===== config.mk =====
export PLATFORM = sky130hd
export DESIGN_NAME = rbm_ledger
export DESIGN_NICKNAME = d
export VERILOG_FILES = /design/src/rtl/rbm_pkg.sv /design/src/rtl/rbm_ledger.sv
export SDC_FILE = /design/constraint.sdc
export NUM_CORES = 2
export LEC_CHECK = 0
export ABC_AREA = 0
export BUFFER_PORTS_ARGS = -buffer_cell sky130_fd_sc_hd__buf_2
export CORE_UTILIZATION = 40
export CTS_CLUSTER_DIAMETER = 100
export CTS_CLUSTER_SIZE = 28
export DETAILED_ROUTE_END_ITERATION = 8
export GPL_TIMING_DRIVEN = 0
export PLACE_DENSITY_LB_ADDON = 0.05
export SLEW_MARGIN = 20
export SYNTH_ARGS = -nofsm -noshare
export SYNTH_HDL_FRONTEND = slang
export SYNTH_SLANG_ARGS = --single-unit

===== constraint.sdc =====
create_clock -name aclk -period 9.91 [get_ports aclk]
set_clock_uncertainty 0.1 [all_clocks]
set_input_delay 1.982 -clock aclk [delete_from_list [all_inputs] [get_ports aclk]]
set_output_delay 1.982 -clock aclk [all_outputs]
set_load 0.005 [all_outputs]

===== src/rtl/rbm_pkg.sv =====
// ---------------------------------------------------------------------------
// rbm_pkg: shared types and constants of the resource budget meter
// Field widths, class and register codes, status codes and the structs
// that travel between the configuration bank, the cost multiplier and
// the ledger.
// ---------------------------------------------------------------------------
package rbm_pkg;

    // Field widths
    localparam int DATA_W     = 64;
    localparam int HALF_W     = DATA_W / 2;
    localparam int FUNC_W     = 2;
    localparam int STATUS_W   = 3;
    localparam int CFG_ADDR_W = 3;

    // Result packing: status, remaining, system use, credit left, credit spent
    localparam int OUT_FIELDS_W = STATUS_W + 4 * DATA_W;
    localparam int OUT_TDATA_W  = ((OUT_FIELDS_W + 7) / 8) * 8;
    localparam int IN_TDATA_W   = DATA_W;
    localparam int IN_TUSER_W   = 8;

    // Resource class codes (code three is an ignored request)
    localparam logic [FUNC_W-1:0] CLS_DISK    = 2'd0;
    localparam logic [FUNC_W-1:0] CLS_NETWORK = 2'd1;
    localparam logic [FUNC_W-1:0] CLS_COMPUTE = 2'd2;
    localparam logic [FUNC_W-1:0] CLS_NONE    = 2'd3;

    // Configuration register indexes
    localparam logic [CFG_ADDR_W-1:0] REG_DISK_LIMIT     = 3'd0;
    localparam logic [CFG_ADDR_W-1:0] REG_NETWORK_LIMIT  = 3'd1;
    localparam logic [CFG_ADDR_W-1:0] REG_COMPUTE_LIMIT  = 3'd2;
    localparam logic [CFG_ADDR_W-1:0] REG_DISK_COST      = 3'd3;
    localparam logic [CFG_ADDR_W-1:0] REG_NETWORK_COST   = 3'd4;
    localparam logic [CFG_ADDR_W-1:0] REG_COMPUTE_COST   = 3'd5;
    localparam logic [CFG_ADDR_W-1:0] REG_SESSION_EN     = 3'd6;
    localparam logic [CFG_ADDR_W-1:0] REG_START_CREDIT   = 3'd7;

    // Reset values
    localparam logic [DATA_W-1:0] LIMIT_RESET = '1;

    // Result status codes
    typedef enum logic [STATUS_W-1:0] {
        STATUS_OK               = 3'd0,
        STATUS_DISK_EXCEEDED    = 3'd1,
        STATUS_NETWORK_EXCEEDED = 3'd2,
        STATUS_COMPUTE_EXCEEDED = 3'd3,
        STATUS_NO_CREDIT        = 3'd4,
        STATUS_COST_OVERFLOW    = 3'd5
    } status_t;

    // Configuration register bank contents
    typedef struct packed {
        logic [DATA_W-1:0] disk_limit;
        logic [DATA_W-1:0] network_limit;
        logic [DATA_W-1:0] compute_limit;
        logic [DATA_W-1:0] disk_cost;
        logic [DATA_W-1:0] network_cost;
        logic [DATA_W-1:0] compute_cost;
        logic              session_en;
        logic [DATA_W-1:0] start_credit;
    } cfg_t;

    // Partial products of amount times cost rate
    typedef struct packed {
        logic [DATA_W-1:0] p_ll;
        logic [DATA_W-1:0] p_lh;
        logic [DATA_W-1:0] p_hl;
        logic              both_hi;
    } prod_t;

    // Combined charge
    typedef struct packed {
        logic [DATA_W-1:0] cost;
        logic              ovf;
    } cost_t;

    // One result item
    typedef struct packed {
        status_t           status;
        logic [DATA_W-1:0] class_remaining;
        logic [DATA_W-1:0] class_system_use;
        logic [DATA_W-1:0] credit_left;
        logic [DATA_W-1:0] credit_spent;
    } result_t;

endpackage


===== src/rtl/rbm_ledger.sv =====
// ---------------------------------------------------------------------------
// rbm_ledger: budget counters and charge decision
// Keeps remaining budgets, system-use counters and session credit, checks
// each request combinationally and writes the result into the output register.
// ---------------------------------------------------------------------------
module rbm_ledger (
    input  logic                           aclk,
    input  logic                           aresetn,
    input  rbm_pkg::cfg_t                  cfg,
    input  logic                           reload,
    // request with its computed charge
    input  logic                           in_valid,
    output logic                           in_ready,
    input  logic [rbm_pkg::FUNC_W-1:0]     in_func,
    input  logic [rbm_pkg::DATA_W-1:0]     in_amount,
    input  rbm_pkg::cost_t                 in_cost,
    // result
    output logic                           out_valid,
    input  logic                           out_ready,
    output rbm_pkg::result_t               out_result
);

    localparam int DW = rbm_pkg::DATA_W;

    logic [DW-1:0]     disk_left_reg, network_left_reg, compute_left_reg;
    logic [DW-1:0]     disk_sys_reg, network_sys_reg, compute_sys_reg;
    logic [DW-1:0]     credit_reg;
    logic              out_valid_reg;
    rbm_pkg::result_t  result_reg;

    logic [DW-1:0]     left_sel, sys_sel, left_after, sys_after, credit_after;
    logic              cls_valid, over, charge, sys_add, fire;
    rbm_pkg::status_t  exceed_status, status;
    rbm_pkg::result_t  result_next;

    assign in_ready = !out_valid_reg || out_ready;
    assign fire     = in_valid && in_ready;

    // Counters of the requested class
    always_comb begin
        unique case (in_func)
            rbm_pkg::CLS_DISK: begin
                cls_valid     = 1'b1;
                left_sel      = disk_left_reg;
                sys_sel       = disk_sys_reg;
                exceed_status = rbm_pkg::STATUS_DISK_EXCEEDED;
                over          = in_amount >= disk_left_reg;
            end
            rbm_pkg::CLS_NETWORK: begin
                cls_valid     = 1'b1;
                left_sel      = network_left_reg;
                sys_sel       = network_sys_reg;
                exceed_status = rbm_pkg::STATUS_NETWORK_EXCEEDED;
                over          = in_amount >= network_left_reg;
            end
            rbm_pkg::CLS_COMPUTE: begin
                cls_valid     = 1'b1;
                left_sel      = compute_left_reg;
                sys_sel       = compute_sys_reg;
                exceed_status = rbm_pkg::STATUS_COMPUTE_EXCEEDED;
                over          = in_amount > compute_left_reg;
            end
            default: begin
                cls_valid     = 1'b0;
                left_sel      = '0;
                sys_sel       = '0;
                exceed_status = rbm_pkg::STATUS_OK;
                over          = 1'b0;
            end
        endcase
    end

    // Charge decision: budget first, then cost overflow, then credit
    always_comb begin
        status  = rbm_pkg::STATUS_OK;
        charge  = 1'b0;
        sys_add = 1'b0;
        if (cls_valid) begin
            if (over) begin
                status = exceed_status;
            end else if (cfg.session_en) begin
                if (in_cost.ovf) begin
                    status = rbm_pkg::STATUS_COST_OVERFLOW;
                end else if (in_cost.cost > credit_reg) begin
                    status = rbm_pkg::STATUS_NO_CREDIT;
                end else begin
                    charge = 1'b1;
                end
            end else begin
                sys_add = 1'b1;
            end
        end
        left_after   = (charge || sys_add) ? left_sel - in_amount : left_sel;
        sys_after    = sys_add ? sys_sel + in_amount : sys_sel;
        credit_after = charge ? credit_reg - in_cost.cost : credit_reg;

        result_next.status           = status;
        result_next.class_remaining  = left_after;
        result_next.class_system_use = sys_after;
        result_next.credit_left      = credit_after;
        result_next.credit_spent     = cfg.start_credit - credit_after;
    end

    // Budget state; a configuration write reloads everything
    always_ff @(posedge aclk) begin
        if (!aresetn) begin
            disk_left_reg    <= rbm_pkg::LIMIT_RESET;
            network_left_reg <= rbm_pkg::LIMIT_RESET;
            compute_left_reg <= rbm_pkg::LIMIT_RESET;
            disk_sys_reg     <= '0;
            network_sys_reg  <= '0;
            compute_sys_reg  <= '0;
            credit_reg       <= '0;
        end else if (reload) begin
            disk_left_reg    <= cfg.disk_limit;
            network_left_reg <= cfg.network_limit;
            compute_left_reg <= cfg.compute_limit;
            disk_sys_reg     <= '0;
            network_sys_reg  <= '0;
            compute_sys_reg  <= '0;
            credit_reg       <= cfg.start_credit;
        end else if (fire) begin
            credit_reg <= credit_after;
            unique case (in_func)
                rbm_pkg::CLS_DISK: begin
                    disk_left_reg <= left_after;
                    disk_sys_reg  <= sys_after;
                end
                rbm_pkg::CLS_NETWORK: begin
                    network_left_reg <= left_after;
                    network_sys_reg  <= sys_after;
                end
                rbm_pkg::CLS_COMPUTE: begin
                    compute_left_reg <= left_after;
                    compute_sys_reg  <= sys_after;
                end
                default: begin
                    // ignored request: class counters hold
                end
            endcase
        end
    end

    // Output register
    always_ff @(posedge aclk) begin
        if (!aresetn) begin
            out_valid_reg <= 1'b0;
        end else if (fire) begin
            out_valid_reg <= 1'b1;
        end else if (out_ready) begin
            out_valid_reg <= 1'b0;
        end
    end

    always_ff @(posedge aclk) begin
        if (fire) begin
            result_reg <= result_next;
        end
    end

    assign out_valid  = out_valid_reg;
    assign out_result = result_reg;

endmodule


==> out/qor.yml <==
setup_path:
  critPathMaxStageDelay_ns: 0.75
  rr_startpoint: "disk_left_reg[19]$_SDFFE_PN1P_"
  required_ns: 10.24
  r2r_slack_ns: 1.19
  timing.critical_path.mode_cell: "a21oi_1"
  endpoint_kind: "register"
  critPathLaunchType: "primary input"
  r2r-end: "out_result[56]$_DFFE_PP_"
  slowest_stage: "a221oi_1"
  critical_path_class: "primary input to register"
  critPathMaxFanout: 10
  worstPathArrival_ns: 10.18
  worstRegToRegCells: 35
synth:
  synthMuxAreaShare_pct: 1.62
  synth_top_family_by_area: "compound AO/OA/AOI/OAI gates"
  synth_area_per_cell_um2: 8.05
  ys.warnings.count: 0
  synthTopCellsByArea: "dfxtp_1 (18%), edfxtp_1 (16%), ha_1 (11%), a21oi_1 (6.5%), nor2_1 (6.3%)"
  synth_simple_gate_area_share_pct: 17.5
  syn_nets: 7111
  synthCells: 6096
  synth-edff-count: 259
  async_reset_ff_share_pct: 0
  synth_compound_area_share_pct: 24.6
  synth.cell_area_um2: 49100
  synth_top_flop_cell: "dfxtp_1"
  ys_seq_elements: 708
  yosysTopAreaCellShare_pct: 18.3
  synthAdderAreaFrac_pct: 11.4
  netlist-cell-type-count: 91
  synth-xor-area-share_pct: 4.18
  yosysSeqAreaShare_pct: 34.2
  yosysTopAreaCell: "dfxtp_1"
placed_design:
  hpwl_um: 190000
  port_buffers: 648
  placed_area_um2: 54500
  place.gp.congestion: 0.988
grt:
  antenna_found_initial: 59
  grt-ovfl-total: 0
  grt_pass1_wl_um: 336000
  grt_max_degree: 85
  grt_pass1_vias: 47300
  grtUsageTotal_pct: 37.0
finish:
  final_cell_mix: "nor2_1 (822), buf_2 (659), nand2_1 (637), a21oi_1 (635), inv_1 (520)"
  largest_reg_flops: 259
  stdcell_area_um2: 56600
  final_nets: 7823
  final_common_cell: "nor2_1"
  area_growth_pct: 15.4
  drive_gt1_share_pct: 13.0
route:
  postRouteAntennaNets: 0
  wl_per_cell_um: 28.1
  route.detailed.drc: 0
  drt_iter0_drc: 5998
  drt_first_pass_iters: 9
  vias_per_cell: 5.93
  drt_wl_total_um: 238000
  vias: 50300
run_status:
  outcome: "completed"
min_path:
  hold_class: "register to register"
  whs_path_depth: 2
  min-delay-start: "disk_sys_reg[51]$_SDFFE_PP0P_"
  min_to: "disk_sys_reg[51]$_SDFFE_PP0P_"
die:
  die_x_um: 352
  io-pin-count: 846
  die_y_um: 352
  die_area_um2: 124000
  core_region_area_um2: 122000
  start_util_pct: 40.3
  rows: 128
sta:
  fin_crit_ns: 9.85
  tightest_slew_ns: 1.31
  finalSetupTns_ns: 0
  slew_violations: 0
  rsz0062_at_grt: "yes"
  fmax_ghz: 0.102
  hold_viol: 0
  max-slew-margin-rel_pct: 12.6
  finalCritPeriodShare_pct: 99.4
  hold_ws_ns: 0.364
  setup_violations: 0
cts:
  root_buffer: "clkbuf_16"
  cts_tree: "done"
  clkSlewWorstSetupHoldPaths_ns: 0.11
  cts.sinks: 708
  hold_buffers: 0
  cts_inserted_buffers: 40
  htreeDepth: 2
  clk_path_buf_depth: 3
  clock_latency_ns: 0.71
power:
  p_leak_uw: 0.0261
  peakVddDrop_mv: 0.130
  power_density_nw_per_um2: 143
run:
  maxCapViolCount: 0
-- worst max-delay path, delay by kind of cell --
| family | cells | cell delay (ns) |
|---|---|---|
| and+or+nand+nor | 3 | 0.42 |
| xor gates and xnor gates | 1 | 0.16 |
| AOI/OAI and AO/OA | 23 | 5.69 |
| buffers and inverters | 6 | 1.18 |
| adders and majority gates | 2 | 0.68 |
-- synth_stat cells (14+ instances only) --
cell type	n
a211o_1	18
a211oi_1	213
a21boi_0	15
a21o_1	173
a21oi_1	641
a221oi_1	14
a222oi_1	128
a31oi_1	33
and2_1	28
and3_1	24
buf_1	46
clkbuf_1	285
dfxtp_1	449
edfxtp_1	259
ha_1	426
inv_1	520
maj3_1	17
mux2i_1	75
nand2_1	638
nand2b_1	53
nand3_1	87
nand4_1	54
nor2_1	823
nor2b_1	91
nor3_1	55
nor4_1	17
o211ai_1	25
o21a_1	46
o21ai_0	226
o21bai_1	26
o311ai_0	90
o31ai_1	30
or2_2	18
or3_1	18
xnor2_1	144
xor2_1	90
-- kinds of logic (layout without fill, tap and decap cells) --
logic type               count (synthesis)  count (layout)
XOR/XNOR                               234             234
adder cells (fa/ha/maj)                447             447
multiplexers                            79              79
flip-flops                             708             708
buffers and inverters                  859            1602
other                                    0              20
AO/OA/AOI/OAI                         1807            1807
AND/OR/NAND/NOR                       1962            1962
-- per-stage QoR --
stage / cells / total power [uW] / setup WS, ns / utilization [%]
2_1_floorplan: 6096 / 4930 / 0.0593 / -
4_1_cts: 8456 / 8040 / -0.00565 / 46.3
3_3_place_gp: 8369 / 5940 / -5.62 / 44.6
3_5_place_dp: 8376 / 5940 / -3.89 / 44.8
5_1_grt: 8470 / 8420 / -0.0596 / 46.5
6_report: 8484 / 8100 / 0.0583 / 46.5
-- final cells by class --
| cell class | count | area, um2 |
|---|---|---|
| sequential | 708 | 16800 |
| buffer | 331 | 1410 |
| antenna | 20 | 50.0 |
| timing repair buffer | 678 | 3540 |
| clock buffer | 49 | 1080 |
| tap | 1625 | 2030 |
| clock inverter | 24 | 379 |
| inverter | 520 | 1950 |
| multi-input combinational | 4529 | 29400 |
| fill | 12500 | 65100 |
-- power by group --
group	internal, uW	total [uW]	switching (uW)
clock	859	2110	1250
combinational	897	2580	1680
sequential	3280	3410	131
total	5030	8100	3070
-- per-layer routing --
| layer | vias up | global-route usage, % | part of all wire, % |
|---|---|---|---|
| met4 | 54 | 16.7 | 5.3 |
| met5 | - | 0 | 0.15 |
| met2 | 2425 | 58.7 | 44 |
| li1 | 23200 | - | - |
| met3 | 538 | 7.30 | 9.1 |
| met1 | 24000 | 48.4 | 41 |
-- how the worst max path moves through the flow --
stage                        from                       end  slack (ns)  cells after the start
global route        in_amount[56]  out_result[61]$_DFFE_PP_       -0.06                     32
global placement    in_amount[15]  out_result[61]$_DFFE_PP_       -5.62                     32
CTS                 in_amount[15]  out_result[61]$_DFFE_PP_      -0.006                     33
floorplan              in_cost[1]  out_result[61]$_DFFE_PP_        0.06                     33
detailed placement  in_amount[56]  out_result[61]$_DFFE_PP_       -3.89                     33
finish              in_amount[19]  out_result[56]$_DFFE_PP_        0.06                     35
-- repair_timing --
action	4_1_cts	5_1_grt
setup endpoints to repair	59	78
setup buffers	9	14
pin swaps	9	23
resized for setup	66	66
Power figures use the tool's default switching activity.
