$ cat config.mk
export PLATFORM = sky130hd
export DESIGN_NAME = rbm_cfg_regs
export DESIGN_NICKNAME = d
export VERILOG_FILES = /design/src/rtl/rbm_pkg.sv /design/src/rtl/rbm_cfg_regs.sv
export SDC_FILE = /design/constraint.sdc
export NUM_CORES = 1
export LEC_CHECK = 0
export ABC_CLOCK_PERIOD_IN_PS = 2470
export CORE_MARGIN = 1
export CORE_UTILIZATION = 29
export CTS_CLUSTER_DIAMETER = 60
export DETAILED_ROUTE_END_ITERATION = 10
export DONT_BUFFER_PORTS = 1
export GPL_TIMING_DRIVEN = 0
export SKIP_LAST_GASP = 1
export SLEW_MARGIN = 30
export SYNTH_ARGS = -nofsm -noshare
export SYNTH_HDL_FRONTEND = slang
export SYNTH_SLANG_ARGS = --single-unit
$ cat constraint.sdc
create_clock -name aclk -period 2.47 [get_ports aclk]
set_clock_uncertainty 0.15 [all_clocks]
set_input_delay 0.247 -clock aclk [delete_from_list [all_inputs] [get_ports aclk]]
set_output_delay 0.247 -clock aclk [all_outputs]
set_load 0.02 [all_outputs]
$ cat src/rtl/rbm_pkg.sv
// ---------------------------------------------------------------------------
// rbm_pkg: shared types and constants of the resource budget meter
// Field widths, class and register codes, status codes and the structs
// that travel between the configuration bank, the cost multiplier and
// the ledger.
// ---------------------------------------------------------------------------
package rbm_pkg;

    // Field widths
    localparam int DATA_W     = 64;
    localparam int HALF_W     = DATA_W / 2;
    localparam int FUNC_W     = 2;
    localparam int STATUS_W   = 3;
    localparam int CFG_ADDR_W = 3;

    // Result packing: status, remaining, system use, credit left, credit spent
    localparam int OUT_FIELDS_W = STATUS_W + 4 * DATA_W;
    localparam int OUT_TDATA_W  = ((OUT_FIELDS_W + 7) / 8) * 8;
    localparam int IN_TDATA_W   = DATA_W;
    localparam int IN_TUSER_W   = 8;

    // Resource class codes (code three is an ignored request)
    localparam logic [FUNC_W-1:0] CLS_DISK    = 2'd0;
    localparam logic [FUNC_W-1:0] CLS_NETWORK = 2'd1;
    localparam logic [FUNC_W-1:0] CLS_COMPUTE = 2'd2;
    localparam logic [FUNC_W-1:0] CLS_NONE    = 2'd3;

    // Configuration register indexes
    localparam logic [CFG_ADDR_W-1:0] REG_DISK_LIMIT     = 3'd0;
    localparam logic [CFG_ADDR_W-1:0] REG_NETWORK_LIMIT  = 3'd1;
    localparam logic [CFG_ADDR_W-1:0] REG_COMPUTE_LIMIT  = 3'd2;
    localparam logic [CFG_ADDR_W-1:0] REG_DISK_COST      = 3'd3;
    localparam logic [CFG_ADDR_W-1:0] REG_NETWORK_COST   = 3'd4;
    localparam logic [CFG_ADDR_W-1:0] REG_COMPUTE_COST   = 3'd5;
    localparam logic [CFG_ADDR_W-1:0] REG_SESSION_EN     = 3'd6;
    localparam logic [CFG_ADDR_W-1:0] REG_START_CREDIT   = 3'd7;

    // Reset values
    localparam logic [DATA_W-1:0] LIMIT_RESET = '1;

    // Result status codes
    typedef enum logic [STATUS_W-1:0] {
        STATUS_OK               = 3'd0,
        STATUS_DISK_EXCEEDED    = 3'd1,
        STATUS_NETWORK_EXCEEDED = 3'd2,
        STATUS_COMPUTE_EXCEEDED = 3'd3,
        STATUS_NO_CREDIT        = 3'd4,
        STATUS_COST_OVERFLOW    = 3'd5
    } status_t;

    // Configuration register bank contents
    typedef struct packed {
        logic [DATA_W-1:0] disk_limit;
        logic [DATA_W-1:0] network_limit;
        logic [DATA_W-1:0] compute_limit;
        logic [DATA_W-1:0] disk_cost;
        logic [DATA_W-1:0] network_cost;
        logic [DATA_W-1:0] compute_cost;
        logic              session_en;
        logic [DATA_W-1:0] start_credit;
    } cfg_t;

    // Partial products of amount times cost rate
    typedef struct packed {
        logic [DATA_W-1:0] p_ll;
        logic [DATA_W-1:0] p_lh;
        logic [DATA_W-1:0] p_hl;
        logic              both_hi;
    } prod_t;

    // Combined charge
    typedef struct packed {
        logic [DATA_W-1:0] cost;
        logic              ovf;
    } cost_t;

    // One result item
    typedef struct packed {
        status_t           status;
        logic [DATA_W-1:0] class_remaining;
        logic [DATA_W-1:0] class_system_use;
        logic [DATA_W-1:0] credit_left;
        logic [DATA_W-1:0] credit_spent;
    } result_t;

endpackage

$ cat src/rtl/rbm_cfg_regs.sv
// ---------------------------------------------------------------------------
// rbm_cfg_regs: configuration register bank
// Holds limits, cost rates, session enable and start credit. Every write
// raises a one-cycle reload strobe for the ledger on the following cycle.
// ---------------------------------------------------------------------------
module rbm_cfg_regs (
    input  logic                             aclk,
    input  logic                             aresetn,
    input  logic                             cfg_wr_en,
    input  logic [rbm_pkg::CFG_ADDR_W-1:0]   cfg_addr,
    input  logic [rbm_pkg::DATA_W-1:0]       cfg_wdata,
    output rbm_pkg::cfg_t                    cfg,
    output logic                             reload
);

    rbm_pkg::cfg_t cfg_reg;
    logic          reload_reg;

    // Register writes
    always_ff @(posedge aclk) begin
        if (!aresetn) begin
            cfg_reg.disk_limit    <= rbm_pkg::LIMIT_RESET;
            cfg_reg.network_limit <= rbm_pkg::LIMIT_RESET;
            cfg_reg.compute_limit <= rbm_pkg::LIMIT_RESET;
            cfg_reg.disk_cost     <= '0;
            cfg_reg.network_cost  <= '0;
            cfg_reg.compute_cost  <= '0;
            cfg_reg.session_en    <= 1'b0;
            cfg_reg.start_credit  <= '0;
            reload_reg            <= 1'b0;
        end else begin
            reload_reg <= cfg_wr_en;
            if (cfg_wr_en) begin
                unique case (cfg_addr)
                    rbm_pkg::REG_DISK_LIMIT:    cfg_reg.disk_limit    <= cfg_wdata;
                    rbm_pkg::REG_NETWORK_LIMIT: cfg_reg.network_limit <= cfg_wdata;
                    rbm_pkg::REG_COMPUTE_LIMIT: cfg_reg.compute_limit <= cfg_wdata;
                    rbm_pkg::REG_DISK_COST:     cfg_reg.disk_cost     <= cfg_wdata;
                    rbm_pkg::REG_NETWORK_COST:  cfg_reg.network_cost  <= cfg_wdata;
                    rbm_pkg::REG_COMPUTE_COST:  cfg_reg.compute_cost  <= cfg_wdata;
                    rbm_pkg::REG_SESSION_EN:    cfg_reg.session_en    <= cfg_wdata[0];
                    rbm_pkg::REG_START_CREDIT:  cfg_reg.start_credit  <= cfg_wdata;
                    default:                    cfg_reg.start_credit  <= cfg_reg.start_credit;
                endcase
            end
        end
    end

    assign cfg    = cfg_reg;
    assign reload = reload_reg;

endmodule

==> results.py, run 1 <==
metrics = {
    "status": {
        "status": "completed",
    },
    "worst_setup_path": {
        "r2r_start": "cfg[86]",
        "endpoint_kind": "register",
        "r2r_setup_slack_ns": 1.47,
        "start_kind": "input port",
        "path_delay_family": "buffers and inverters",
        "path_buf_inv": 4,
        "slowest_stage": "dlygate4sd3_1",
        "path_class": "in -> reg",
        "required_ns": 2.82,
        "crit_top_cell": "buf_2",
        "critPathMaxFanout": 10,
        "max_stage_delay_ns": 0.56,
        "cp.arrival_ns": 2.47,
        "r2r_end": "cfg[86]",
        "cp.depth": 6,
        "crit_chain": "dlygate4sd3_1 -> buf_2 -> and4b_1 -> buf_2 -> buf_2 -> mux2i_1",
        "r2r_cells": 2,
    },
    "global_route": {
        "first_global_vias": 12302,
        "antenna_found_initial": 4,
        "gr-total-overflow": 0,
        "busiest_layer": "met2",
        "grt_start_max_net_pins": 14,
        "met2_usage_pct": 32.23,
        "grt_pass1_wl_mm": 83.81,
        "met3_usage_pct": 5.597,
        "met1_usage_pct": 21.80,
        "grtUsageTotal_pct": 18.73,
    },
    "finish": {
        "area_growth_pct": 20.22,
        "fin_area_um2": 20420,
        "final_cells": 2528,
        "final_net_count": 1794,
        "largest_reg_flops": 449,
        "drive_gt1_share_pct": 8.740,
    },
    "drt": {
        "firstDrtPassIters": 5,
        "wl_per_cell_um": 22.85,
        "drc": 0,
        "antenna_left": 0,
        "drt_iter0_drc": 606,
        "wirelength_mm": 57.76,
        "via_per_inst": 4.744,
        "vias": 11993,
    },
    "clock_tree": {
        "postCtsSetupBuffers": 0,
        "cts_buffer_depth": 3,
        "clk_latency_ns": 0.57,
        "cts_tree": "done",
        "htree_num_levels": 2,
        "ctsResizeCount": 0,
        "root_buffer": "clkbuf_16",
        "cts_sinks": 450,
        "cts_buffers": 49,
        "holdBufCountCts": 68,
        "clk_pin_slew_ns": 0.06,
    },
    "yosys": {
        "netlist_instances": 1605,
        "synth_cell_types": 18,
        "syn_area_um2": 16990,
        "ys_ff_latch": 450,
        "synth_area_per_cell_um2": 10.58,
        "synth_nets": 1675,
        "synth_warnings": 0,
        "ys_seq_area_share_pct": 53.03,
    },
    "sta": {
        "rsz0062_at_grt": "no",
        "worstMarginPinSlew_ns": 0.7516,
        "final-setup-viol-count": 0,
        "period_needed_ns": 2.115,
        "clock.fmax_mhz": 472.8,
        "slew_viol_final": 0,
        "fin_crit_sh_pct": 85.63,
        "hold_viol_final": 0,
        "max_slew_margin_pct": 49.89,
    },
    "floorplanning": {
        "ios": 520,
        "rows": 88,
        "start_util_pct": 29.39,
        "core_um2": 57810,
        "die_h_um": 244.0,
        "die_w_um": 244.0,
        "die-area_um2": 59550,
    },
    "pwr": {
        "power_density_nw_per_um2": 816.8,
        "peakVddDrop_v": 0.0005637,
        "leakage_nw": 9.136,
    },
    "job": {
        "drv_cap": 0,
    },
    "worst_hold_path": {
        "whs_endpoint": "cfg[337]",
        "hold_path.class": "in -> reg",
        "hold_depth": 4,
        "min_from": "cfg_wr_en",
    },
    "placed_design": {
        "placed_cells": 2370,
        "portBuffers": 0,
        "dp_hpwl_mm": 42.77,
        "gp_congestion": 0.8945,
        "post_dp_cell_area_um2": 17950,
    },
}
-- cells in the mapped netlist --
library cell | number | share of area, %
nand4bb_1 | 3 | 0.20
buf_2 | 55 | 1.6
buf_4 | 6 | 0.27
mux2i_1 | 449 | 26
buf_6 | 2 | 0.13
buf_12 | 1 | 0.12
and2_1 | 1 | 0.037
and4b_1 | 1 | 0.059
nand4b_1 | 2 | 0.10
or4b_4 | 1 | 0.081
nand4_1 | 1 | 0.037
dfxtp_1 | 450 | 53
nor2b_1 | 256 | 9.4
nand2_1 | 321 | 7.1
buf_1 | 3 | 0.066
clkbuf_1 | 51 | 1.1
nor4bb_1 | 1 | 0.059
nor4b_2 | 1 | 0.088
-- worst reg2reg max path, stage by stage, from the launching register on --
cell     delay [ns]
dfxtp_1        0.56
nand2_1        0.09
mux2i_1        0.13
-- per-layer routing --
| metal | share of wire, % | vias to the layer above |
|---|---|---|
| li1 | - | 5550 |
| met1 | 40 | 5896 |
| met2 | 49 | 443 |
| met3 | 7.7 | 104 |
| met4 | 3.4 | 0 |
| met5 | 0 | - |
-- worst max-delay path by stage --
| stage | startpoint | to | slack [ns] |
|---|---|---|---|
| 2_1_floorplan | cfg_addr[1] | cfg[438] | 0.90 |
| 3_3_place_gp | aresetn | cfg[254] | -0.53 |
| 3_5_place_dp | aresetn | cfg[144] | -0.35 |
| 4_1_cts | aresetn | cfg[138] | 0.27 |
| 5_1_grt | aresetn | cfg[148] | 0.19 |
| 6_report | cfg_wr_en | cfg[198] | 0.35 |
-- power breakdown --
part           switching, W  internal [W]  leakage (nW)
Sequential         0.000343       0.00742          3.65
Combinational      0.000575      0.000353          4.61
Clock               0.00306       0.00493         0.878
-- area by class of cell --
class,count,area [um^2]
Buffer,118,569.3
Tap cell,765,957.2
Antenna cell,1,2.502
Clock inverter,20,306.5
Multi-Input combinational cell,1037,7413
Clock buffer,69,1484
Fill cell,5715,37380
Timing Repair Buffer,68,680.7
Sequential cell,450,9009
-- placed cells by master (no fill, tap or decap), types with 2 or more instances in the layout --
cell,count
buf_2,55
inv_8,2
dfxtp_1,450
buf_1,3
clkinvlp_4,3
clkbuf_16,51
clkinv_2,5
nand4bb_1,3
nor2b_1,256
dlygate4sd3_1,68
clkinv_4,2
bufinv_16,7
mux2i_1,449
buf_6,2
clkbuf_1,52
clkbuf_8,14
nand2_1,321
clkbuf_2,3
buf_4,6
nand4b_1,2
-- kinds of logic after synthesis --
group	synth area share [%]
AND/OR/NAND/NOR	17.18
flip-flops	53.03
multiplexers	26.46
buffers and inverters	3.329
-- stage by stage --
| step | setup TNS [ns] | setup slack, ns | utilization, % | hold slack (ns) | total power (W) |
|---|---|---|---|---|---|
| global placement | -73.26 | -0.5293 | 31.04 | 0.2847 | 0.008728 |
| detailed placement | -22.91 | -0.3480 | 31.05 | 0.2963 | 0.008748 |
| global route | 0 | 0.1859 | 35.32 | 0.1887 | 0.01717 |
| CTS | 0 | 0.2691 | 35.32 | 0.1350 | 0.01681 |
| floorplan | 0 | 0.9002 | - | 0.2771 | 0.008409 |
| finish | 0 | 0.3548 | 35.33 | 0.1640 | 0.01668 |
Power figures use the tool's default switching activity.
==> run 2: changes to the inputs <==
--- a/config.mk
+++ b/config.mk
@@ -12,6 +12,7 @@
 export DETAILED_ROUTE_END_ITERATION = 10
 export DONT_BUFFER_PORTS = 1
 export GPL_TIMING_DRIVEN = 0
+export REMOVE_ABC_BUFFERS = 1
 export SKIP_LAST_GASP = 1
 export SLEW_MARGIN = 30
 export SYNTH_ARGS = -nofsm -noshare
==> run 2 against run 1 <==
The run now fails in clock tree synthesis. Synthesized cell count unchanged. Synthesized area unchanged.
==> results.py, run 2 <==
metrics = {
    "status": {
        "first-error": "[ERROR RSZ-0060] Max buffer count reached.",
        "lastStage": "clock tree synthesis",
        "status": "aborted with a tool error",
    },
    "yosys": {
        "ys_seq_area_share_pct": 53.03,
        "ys_ff_latch": 450,
        "yosysMostFrequentCell": "dfxtp_1",
        "synthTopCellsByCount": "450 x dfxtp_1, 449 x mux2i_1, 321 x nand2_1",
        "synth_cell_types": 18,
        "syn_area_um2": 16990,
        "synth_top_area_share_pct": 53.03,
        "yosysTopAreaCell": "dfxtp_1",
        "synthFlopType": "dfxtp_1",
        "synth_edf_count": 0,
        "synth_area_per_cell_um2": 10.58,
        "synth_warnings": 0,
        "netlist_instances": 1605,
        "synth.area.top_cells": "dfxtp_1 53%, mux2i_1 26%, nor2b_1 9.4%",
        "async_reset_ff_share_pct": 0,
    },
    "clock_tree": {
        "cts_buffers": 50,
        "cts_buffer_depth": 3,
        "cts_sinks": 450,
        "postCtsSetupBuffers": 0,
        "root_buffer": "clkbuf_16",
        "htree_num_levels": 2,
        "ctsResizeCount": 0,
        "holdBufCountCts": 477,
    },
    "floorplanning": {
        "rows": 88,
        "start_util_pct": 29.39,
        "die_h_um": 244.0,
        "ios": 520,
        "die_w_um": 244.0,
    },
    "placed_design": {
        "portBuffers": 0,
        "dp_hpwl_mm": 33.12,
        "gp_congestion": 0.7798,
        "post_dp_cell_area_um2": 17940,
    },
}
-- run 2: cell families after synthesis --
| kind of cell | count (synthesis) | synth area share (%) |
|---|---|---|
| buffers and inverters | 118 | 3.329 |
| DFF | 450 | 53.03 |
| muxes | 449 | 26.46 |
| and+or+nand+nor | 588 | 17.18 |
-- run 2: through the flow --
step / hold slack, ns / setup WS (ns) / std cells
2_1_floorplan: 0.2187 / -2.292 / 1487
3_5_place_dp: 0.2231 / 0.1339 / 2291
3_3_place_gp: 0.2220 / -5.477 / 2252
==> run 3: changes to the inputs <==
--- a/config.mk
+++ b/config.mk
@@ -7,11 +7,11 @@
 export LEC_CHECK = 0
 export ABC_CLOCK_PERIOD_IN_PS = 2470
 export CORE_MARGIN = 1
-export CORE_UTILIZATION = 29
-export CTS_CLUSTER_DIAMETER = 60
+export CORE_UTILIZATION = 20
 export DETAILED_ROUTE_END_ITERATION = 10
 export DONT_BUFFER_PORTS = 1
 export GPL_TIMING_DRIVEN = 0
+export PLACE_DENSITY_LB_ADDON = 0.15
 export REMOVE_ABC_BUFFERS = 1
 export SKIP_LAST_GASP = 1
 export SLEW_MARGIN = 30
==> run 3 against run 2 <==
Synthesized cell count stayed put. The flow again stops in clock tree synthesis. Synthesized area stayed put.
==> results.py, run 3 <==
metrics = {
    "yosys": {
        "synth.area.top_cells": "dfxtp_1 53%, mux2i_1 26%, nor2b_1 9.4%",
        "synth_edf_count": 0,
        "synthFlopType": "dfxtp_1",
        "synthTopCellsByCount": "450 x dfxtp_1, 449 x mux2i_1, 321 x nand2_1",
        "synth_cell_types": 18,
        "synth_area_per_cell_um2": 10.58,
        "yosysMostFrequentCell": "dfxtp_1",
        "netlist_instances": 1605,
        "syn_area_um2": 16990,
        "async_reset_ff_share_pct": 0,
        "ys_seq_area_share_pct": 53.03,
        "synth_warnings": 0,
        "ys_ff_latch": 450,
        "yosysTopAreaCell": "dfxtp_1",
        "synth_top_area_share_pct": 53.03,
    },
    "clock_tree": {
        "root_buffer": "clkbuf_16",
        "cts_sinks": 450,
        "postCtsSetupBuffers": 0,
        "htree_num_levels": 2,
        "cts_buffer_depth": 3,
        "holdBufCountCts": 556,
        "cts_buffers": 53,
        "ctsResizeCount": 0,
    },
    "placed_design": {
        "gp_congestion": 0.7259,
        "portBuffers": 0,
        "dp_hpwl_mm": 39.41,
    },
    "status": {
        "lastStage": "clock tree synthesis",
        "status": "aborted with a tool error",
        "first-error": "[ERROR RSZ-0060] Max buffer count reached.",
    },
    "floorplanning": {
        "die_w_um": 293.4,
        "start_util_pct": 20.27,
        "die_h_um": 293.4,
        "ios": 520,
        "rows": 106,
    },
}
## run 3: cell counts after synthesis
Identical to the previous run, type by type.
## run 3: through the flow
step / util (%) / setup slack [ns] / cell area [um^2] / instances / TNS, ns
floorplan: - / -2.292 / 16420 / 1487 / -549.29
global placement: 21.28 / -6.804 / 17840 / 2621 / -1930.40
detailed placement: 22.10 / 0.2556 / 18530 / 2670 / 0
## run 3: cells by family after synthesis
family | after synthesis | share of synthesized area, %
and+or+nand+nor | 588 | 17.18
buffers and inverters | 118 | 3.329
DFF | 450 | 53.03
muxes | 449 | 26.46
